$ cat src/rtl/swm_pkg.sv
// Shared constants and types for the sliding window median filter.
package swm_pkg;

  localparam int SAMPLE_W   = 32;
  localparam int WINDOW_MAX = 64;
  localparam int IDX_W      = $clog2(WINDOW_MAX);
  localparam int CNT_W      = IDX_W + 1;
  localparam int OUT_W      = SAMPLE_W + 1;

  localparam logic [CNT_W-1:0] WS_RESET = CNT_W'(3);

  typedef logic signed [SAMPLE_W-1:0] sample_t;

  typedef struct packed {
    logic load;      // update the cell on this edge
    logic rm;        // the window is full: the oldest sample leaves
    logic in_range;  // cell index lies inside the list left after removal
  } cell_ctl_t;

endpackage

$ cat src/rtl/swm_cell.sv
// One cell of the sorted chain: holds one window entry and updates it from its neighbors.
module swm_cell (
  input  logic                clk,
  input  swm_pkg::cell_ctl_t  ctl,
  input  swm_pkg::sample_t    sample,
  input  swm_pkg::sample_t    evict,
  input  swm_pkg::sample_t    prev_value,
  input  logic                prev_ge,
  input  logic                prev_le,
  input  swm_pkg::sample_t    next_value,
  input  logic                next_le,
  output swm_pkg::sample_t    value,
  output logic                ge,
  output logic                le
);

  swm_pkg::sample_t value_next;
  swm_pkg::sample_t r_here;
  swm_pkg::sample_t r_prev;
  logic             ab_self;
  logic             ab_next;
  logic             below;
  logic             lo;

  assign ge = (value >= evict);
  assign le = (value <= sample);

  // The hole left by the evicted entry lies below this cell when the one below is >= evict.
  assign ab_self = ctl.rm & prev_ge;
  assign ab_next = ctl.rm & ge;

  assign r_here = ab_next ? next_value : value;
  assign r_prev = ab_self ? value : prev_value;

  assign below = ctl.in_range & (ab_next ? next_le : le);
  assign lo    = ab_self ? le : prev_le;

  always_comb begin
    if (below) begin
      value_next = r_here;
    end else if (lo) begin
      value_next = sample;
    end else begin
      value_next = r_prev;
    end
  end

  always_ff @(posedge clk) begin
    if (ctl.load) begin
      value <= value_next;
    end
  end

endmodule

$ cat config.mk
export PLATFORM = sky130hd
export DESIGN_NAME = swm_cell
export DESIGN_NICKNAME = d
export VERILOG_FILES = /design/src/rtl/swm_pkg.sv /design/src/rtl/swm_cell.sv
export SDC_FILE = /design/constraint.sdc
export NUM_CORES = 1
export LEC_CHECK = 0
export BUFFER_PORTS_ARGS = -buffer_cell sky130_fd_sc_hd__buf_2
export CAP_MARGIN = 0
export CORE_ASPECT_RATIO = 0.75
export CORE_MARGIN = 1
export CORE_UTILIZATION = 49
export CTS_BUF_LIST = sky130_fd_sc_hd__clkbuf_16
export DETAILED_ROUTE_END_ITERATION = 7
export PLACE_DENSITY_LB_ADDON = 0.25
export SYNTH_ARGS = -nofsm -noshare
export SYNTH_HDL_FRONTEND = slang
export SYNTH_SLANG_ARGS = --single-unit
$ cat constraint.sdc
create_clock -name clk -period 6.8 [get_ports clk]
set_input_delay 2.04 -clock clk [delete_from_list [all_inputs] [get_ports clk]]
set_output_delay 2.04 -clock clk [all_outputs]
set_load 0.005 [all_outputs]
==> out/results.ini <==
[route]
vias=3223
firstDrtPassIters=4
via_per_inst=5.12
routed_wl_um=9490
ant_nets=0
drc_errors=0
routedWlPerCell_um=15.1
first_iter_violations=90

[final_layout]
final_common_cell=buf_2
num_antenna_cells=0
top_regs=value: 32 flops
drive_gt1_frac=0.466
fill_cells=631
num-nets-final=726
area_growth_pct=28.4
largest_reg_flops=32
final_cell_mix=buf_2 (168), inv_1 (69), ha_1 (64), mux2_4 (60), a21oi_1 (33)
top_register=value
final_cell_count_no_fill=629

[clocking]
htreeDepth=2
clk_path_buf_depth=2
postCtsSetupRepairBufs=0
cts_tree=done
cts_num_sinks=32
clk_pin_slew_ns=0.06
worstSkewPairLatency_ns=0.28
cts_resized=0
cts_made_buffers=5
clock_tree.root_cell=clkbuf_16
ctsHoldBuffers=0

[synthesis]
synth_area_per_cell_um2=10.5
synth_top_area_frac=0.257
synth_warnings=0
syn_inst=356
synth_ff_type=edfxtp_1
yosys-top-cells-area=edfxtp_1 (26%), mux2_4 (24%), ha_1 (21%)
syn-num-nets=555
yosys.area.top_type=edfxtp_1
synth_edf_count=32
async_flop_share=0
yosysUniqueCellTypes=37
netlist_area_um2=3740
ys_seq_area_frac=0.257
synth-seq-cells=32

[floorplanning]
rows=27
die_y_um=77.7
start_util=0.508
core-area_um2=7360
die_x_um=103
die_area_um2=8000
io_pins=169

[timing]
finalHoldViolations=0
worst_slew_pin_slew_ns=1.15
max_slew_margin=0.230
min_period_ns=5.79
fmax_ghz=0.173
clock_skew_ns=0.00724
min_period_over_period=0.851
drv_slew=0
setup_viol=0
setup_tns_ns=0
rsz0062_at_grt=false

[setup_path]
critPathLaunchType=input pin
cp.arrival_ns=3.75
endpoint_kind=output port
critical_path_class=in2out
critical_path_required_ns=4.76
worstPathMaxFanout=3

[power_and_ir_drop]
irDropWorstVdd_v=0.000129
powerDensity_nw_per_um2=236
p_leak_uw=0.00266

[global_routing]
grt_pass1_wl_um=14500
grt_pass1_vias=3092
antenna_found_initial=0
overflow=0
grt_max_degree=33
grt_usage=0.238

[worst_hold_path]
holdCritPathClass=reg2reg

[run_status]
status=finished, final reports clean

[job]
drv_cap=0

[placement]
dpl.cell_count=621
place.gp.congestion=0.825
numPortBuffers=168
dp_hpwl_um=7730

final cells by class:
| cell class | instances | area [um2] | share of cell area |
|---|---|---|---|
| clock inverters | 3 | 11.3 | 0.00234 |
| repair buffers | 170 | 856 | 0.178 |
| multi-input cells | 251 | 2470 | 0.515 |
| clock buffers | 5 | 125 | 0.0260 |
| inverters | 67 | 251 | 0.0523 |
| well taps | 101 | 126 | 0.0263 |
| flip-flops and latches | 32 | 961 | 0.200 |
Yosys cell counts (all sizes together) (2+ instances only):
cell type,count
inv,67
mux2,65
ha,64
a21oi,33
edfxtp,32
nand2,27
nand4,13
o21ai,11
buf,6
nand3,6
nor2,5
nor4,3
o211ai,3
and4,2
nand2b,2
stage by stage:
stage	utilization	setup slack [ns]	instance area (um2)	power (uW)	hold slack, ns
final	0.653	1.01	4810	1130	1.52
after global routing	0.653	0.885	4810	1210	1.65
after CTS	0.653	1.01	4810	1140	1.54
after detailed placement	0.634	1.02	4670	924	1.53
after global placement	0.634	1.07	4670	899	1.47
after floorplan	-	0.444	3740	745	1.33
metal layers:
| layer | part of all wire | vias up | wire (um) | GRT usage |
|---|---|---|---|---|
| li1 | - | 1621 | - | - |
| met3 | 0.066 | 10 | 628 | 0.0459 |
| met4 | 0.015 | 0 | 142 | 0.0620 |
| met2 | 0.44 | 125 | 4220 | 0.389 |
| met1 | 0.47 | 1467 | 4500 | 0.318 |
| met5 | 0 | - | 0 | 0 |
where the power goes:
part           switching, uW  internal [uW]  total (uW)  leakage (uW)
Clock                   79.7            132         211     0.0000738
Combinational            279            309         588       0.00228
Sequential              43.2            290         333      0.000306
worst max-delay path: stages:
cell	delay, ns
buf_2	0.08
inv_1	0.03
ha_1	0.30
nand4_1	0.17
nor2_1	0.08
o2bb2ai_1	0.12
a311o_1	0.36
a21oi_1	0.19
xnor2_1	0.16
nand2_1	0.07
buf_2	0.13
path summary, 6_finish.rpt:
kind	from	to	slack [ns]	cells after the start
worst max-delay path	evict[14]	ge	1.01	11
worst min-delay path	value[31]$_DFFE_PP_	value[0]$_DFFE_PP_	1.52	4
worst max register to register	value[31]$_DFFE_PP_	value[12]$_DFFE_PP_	3.06	10
worst min register to register	value[31]$_DFFE_PP_	value[0]$_DFFE_PP_	1.52	4
logic make-up after synthesis:
kind of cell / Yosys count / synth area share
compound gates: 57 / 0.0896
xor+xnor: 1 / 0.00234
fa+ha+maj: 64 / 0.214
buf+inv: 73 / 0.0852
flops: 32 / 0.257
mux: 66 / 0.262
simple gates: 63 / 0.0906
Power figures use the tool's default switching activity.
