==> src/rtl/swm_pkg.sv <==
// Shared constants and types for the sliding window median filter.
package swm_pkg;

  localparam int SAMPLE_W   = 32;
  localparam int WINDOW_MAX = 64;
  localparam int IDX_W      = $clog2(WINDOW_MAX);
  localparam int CNT_W      = IDX_W + 1;
  localparam int OUT_W      = SAMPLE_W + 1;

  localparam logic [CNT_W-1:0] WS_RESET = CNT_W'(3);

  typedef logic signed [SAMPLE_W-1:0] sample_t;

  typedef struct packed {
    logic load;      // update the cell on this edge
    logic rm;        // the window is full: the oldest sample leaves
    logic in_range;  // cell index lies inside the list left after removal
  } cell_ctl_t;

endpackage

==> src/rtl/swm_history.sv <==
// Circular history of accepted samples, read to find the sample that leaves the window.
module swm_history (
  input  logic                          clk,
  input  logic                          wr_en,
  input  logic [swm_pkg::IDX_W-1:0]     wr_addr,
  input  swm_pkg::sample_t              wr_data,
  input  logic                          rd_en,
  input  logic [swm_pkg::IDX_W-1:0]     rd_addr,
  output swm_pkg::sample_t              rd_data
);

  swm_pkg::sample_t mem [swm_pkg::WINDOW_MAX];

  always_ff @(posedge clk) begin
    if (wr_en) begin
      mem[wr_addr] <= wr_data;
    end
  end

  always_ff @(posedge clk) begin
    if (rd_en) begin
      rd_data <= mem[rd_addr];
    end
  end

endmodule

==> config.mk <==
export PLATFORM = sky130hd
export DESIGN_NAME = swm_history
export DESIGN_NICKNAME = d
export VERILOG_FILES = /design/src/rtl/swm_pkg.sv /design/src/rtl/swm_history.sv
export SDC_FILE = /design/constraint.sdc
export NUM_CORES = 2
export LEC_CHECK = 0
export BUFFER_PORTS_ARGS = -buffer_cell sky130_fd_sc_hd__buf_2
export CORE_MARGIN = 5
export CORE_UTILIZATION = 40
export DETAILED_ROUTE_END_ITERATION = 16
export HOLD_SLACK_MARGIN = 0.03
export PLACE_DENSITY = 0.66
export SYNTH_ARGS = -nofsm -noshare
export SYNTH_HDL_FRONTEND = slang
export SYNTH_SLANG_ARGS = --single-unit
==> constraint.sdc <==
create_clock -name clk -period 8.17 [get_ports clk]
set_input_delay 0.817 -clock clk [delete_from_list [all_inputs] [get_ports clk]]
set_output_delay 0.817 -clock clk [all_outputs]
set_load 0.05 [all_outputs]
==> results.md <==
- Initial core utilization: 0.401
- DRT iter0 DRCs: 5101
- Mapped Cells: 3324
- Top FF cell, synth: edfxtp_1
- Int Pwr: 17.1 mW
- Nets: 3585
- Total wire length: 198000 µm
- Pre-antenna DRT Iters: 5
- R2R cell count: 4
- Most common cell on crit path: mux4_2
- CP max FO: 109
- Cell Chain, Critical Path: buf_8, buf_12, buf_4, mux4_2, mux4_2, o22ai_1, nor2_1
- CTS tree: built
- Grt total ovfl: 0
- Hold crit path type: input pin to flip-flop
- Htree depth: 4
- Sequential Power Share: 0.546
- Type of element launching the critical path: input pin
- Core area: 197000 µm²
- Root buffer cell: clkbuf_16
- Routed via count: 37151
- Clock Sinks: 2080
- Postcts setup bufs: 0
- Worst Setup EP: rd_data[27]
- Layout Area Growth over Synthesis: 13.3%
- Tcrit/Tclk final: 0.494
- Final Instance Area: 89300 µm²
- Final HPWL from detailed placement: 103000 µm
- Final-layout fill cell count: 16144
- Power Density: 244 nW/µm²
- Fin. max-slew vios: 0
- Post-synthesis async set-or-reset flop share: 0
- Mapped cell area: 78800 µm²
- Drt drc: 0
- RD Place Congestion: 0.819
- Number of global-route vias before repair: 37103
- Critical path required time: 8680 ps
- Final Hold Fails: 0
- Hold path startpoint: wr_data[4]
- Placed cell area: 83200 µm²
- Net Switching: 4.63 mW
- Worst R2R Setup Slack: 5570 ps
- Post-layout min period: 4030 ps
- Die Y: 454 µm
- CP endpoint kind: flip-flop
- Die W: 454 µm
- Worst Path Buf+Inv: 3
- Slowest cell on the critical path: o22ai_1
- Cts bufs inserted: 192
- Clock Power Share: 0.402
- Routed WL per cell: 31.1 µm
- Crit-path leading delay family: buffers and inverters
- Worst skew pair latency: 820 ps
- Clock Path Buffers: 3
- Io pins: 79
- Share of cells above drive strength 1: 0.293
- Status: finished, final reports clean
- Drt via density: 5.84
- Leak pwr: 27.4 nW
- Clk_skew: 29.5 ps
- Cts hold-fix bufs: 0
- Crit-path max cell delay: 690 ps
- RR Startpoint: mem[31][27]
- Logic pwr share: 0.052
- Least-Margin Pin Slew: 1300 ps
- Initial antenna violation count: 30
- Buffers on Ports: 78
- Worst-path clk slew: 60 ps
- Switching share of power: 0.213
- Gr usage total: 0.192
- Largest net degree at the start of global routing: 110
- Syn Nets: 3371
- Fmax: 0.248 GHz
- Slew Limit Headroom: 0.130
- YS warnings: 0
- Post-layout total power: 21.8 mW
- Unrepaired setup endpoints after global routing: no
- Die area: 206000 µm²
- Critical path depth: 7
- Syn_area_per_cell: 23.7 µm²
- Setup CP Type: input pin to flip-flop
- Crit path arrival time: 4540 ps
- Cts repair resizes: 0
- Reg2reg end: rd_data[27]
- EDFF count, synth: 2080
- Fraction of the yosys area taken by sequential cells: 0.792
- Max Cap Viol: 0
- Post-Route Setup TNS: 0 ps
- Worst Hold Depth: 2
- Routed Antenna Nets: 0
- Rows: 163
- Worst Setup SP: rd_addr[1]
- # setup viols final: 0
- Worst vdd ir: 247 µV
- Distinct cells, synth: 33
- First-pass GRT wire length: 280000 µm
- FF+latch count, synth: 2080
cells by family (layout without fill, tap and decap cells):
group	Yosys count	after routing	share of synthesized area
buf+inv	182	557	0.0112
simple gates	223	223	0.0126
mux	637	637	0.167
compound gates	202	202	0.0167
other cells	0	18	0
flops	2080	2080	0.792
synthesized netlist by cell type, drive strengths merged, types with 5 or more instances:
master / instances / area share
nand2b: 8 / 0.00063
buf: 108 / 0.0077
nor2: 137 / 0.0065
a311oi: 8 / 0.00089
a22oi: 12 / 0.0011
or3b: 5 / 0.00056
a21oi: 62 / 0.0039
nor2b: 15 / 0.0012
nor3: 7 / 0.00044
clkbuf: 74 / 0.0035
nand3b: 5 / 0.00048
o22ai: 84 / 0.0067
edfxtp: 2080 / 0.79
mux2i: 93 / 0.012
mux4: 544 / 0.16
nand3: 5 / 0.00032
o221ai: 27 / 0.0030
nand2: 26 / 0.0012
cells in the final DEF (no fill, tap or decap), types with 43 or more instances in the layout:
master	count
mux2i_1	93
clkinv_1	43
nor2_4	62
clkbuf_1	45
clkbuf_16	197
edfxtp_1	2080
mux4_2	544
o22ai_1	84
buf_4	117
buf_2	74
nor2_1	75
a21oi_1	62
worst register-to-register path: stages (launching register included):
cell	delay [ps]
edfxtp_1	370
mux4_2	490
mux4_2	560
o22ai_1	700
nor2_1	180
layout make-up:
| type | count | area (µm²) | share of cell area |
|---|---|---|---|
| flip-flops and latches | 2080 | 62500 | 0.699 |
| multi-input cells | 1062 | 16000 | 0.179 |
| clock buffers | 242 | 5100 | 0.0571 |
| well taps | 2640 | 3300 | 0.0370 |
| repair buffers | 202 | 1450 | 0.0162 |
| clock inverters | 113 | 1020 | 0.0115 |
| diodes | 18 | 45.0 | 0.000504 |
sequential cells by signal, summed over array words and instances, names as in the netlist:
name	flops
rd_data	32
mem	2048
worst min-delay path by stage:
stage / to / slack, ps
after floorplan: rd_data[17] / 750
after global placement: rd_data[20] / 780
after detailed placement: rd_data[20] / 800
after CTS: mem[34][8] / 620
after global routing: mem[34][8] / 670
final: mem[32][4] / 660
metrics by stage:
| step | utilization | hold slack (ps) | cells | worst slack, ps |
|---|---|---|---|---|
| 6_report | 0.454 | 657 | 6357 | 4140 |
| 3_3_place_gp | 0.423 | 780 | 5984 | 3400 |
| 2_1_floorplan | - | 750 | 3324 | 4190 |
| 3_5_place_dp | 0.423 | 797 | 5984 | 3370 |
| 5_1_grt | 0.454 | 672 | 6349 | 4170 |
| 4_1_cts | 0.454 | 618 | 6339 | 4250 |
power groups by stage:
stage	combinational, mW	clock [mW]	sequential (mW)
floorplan	0.575	0	12.1
global placement	1.13	0	12.1
detailed placement	1.14	0	12.1
CTS	1.15	8.88	11.9
global route	1.20	9.34	11.9
finish	1.14	8.74	11.9
per-layer routing:
metal | global-route usage | wire, µm
met3 | 0.0332 | 19000
met1 | 0.272 | 77500
met2 | 0.298 | 92600
met4 | 0.0771 | 8740
met5 | 0 | 62
Power figures use the tool's default switching activity.
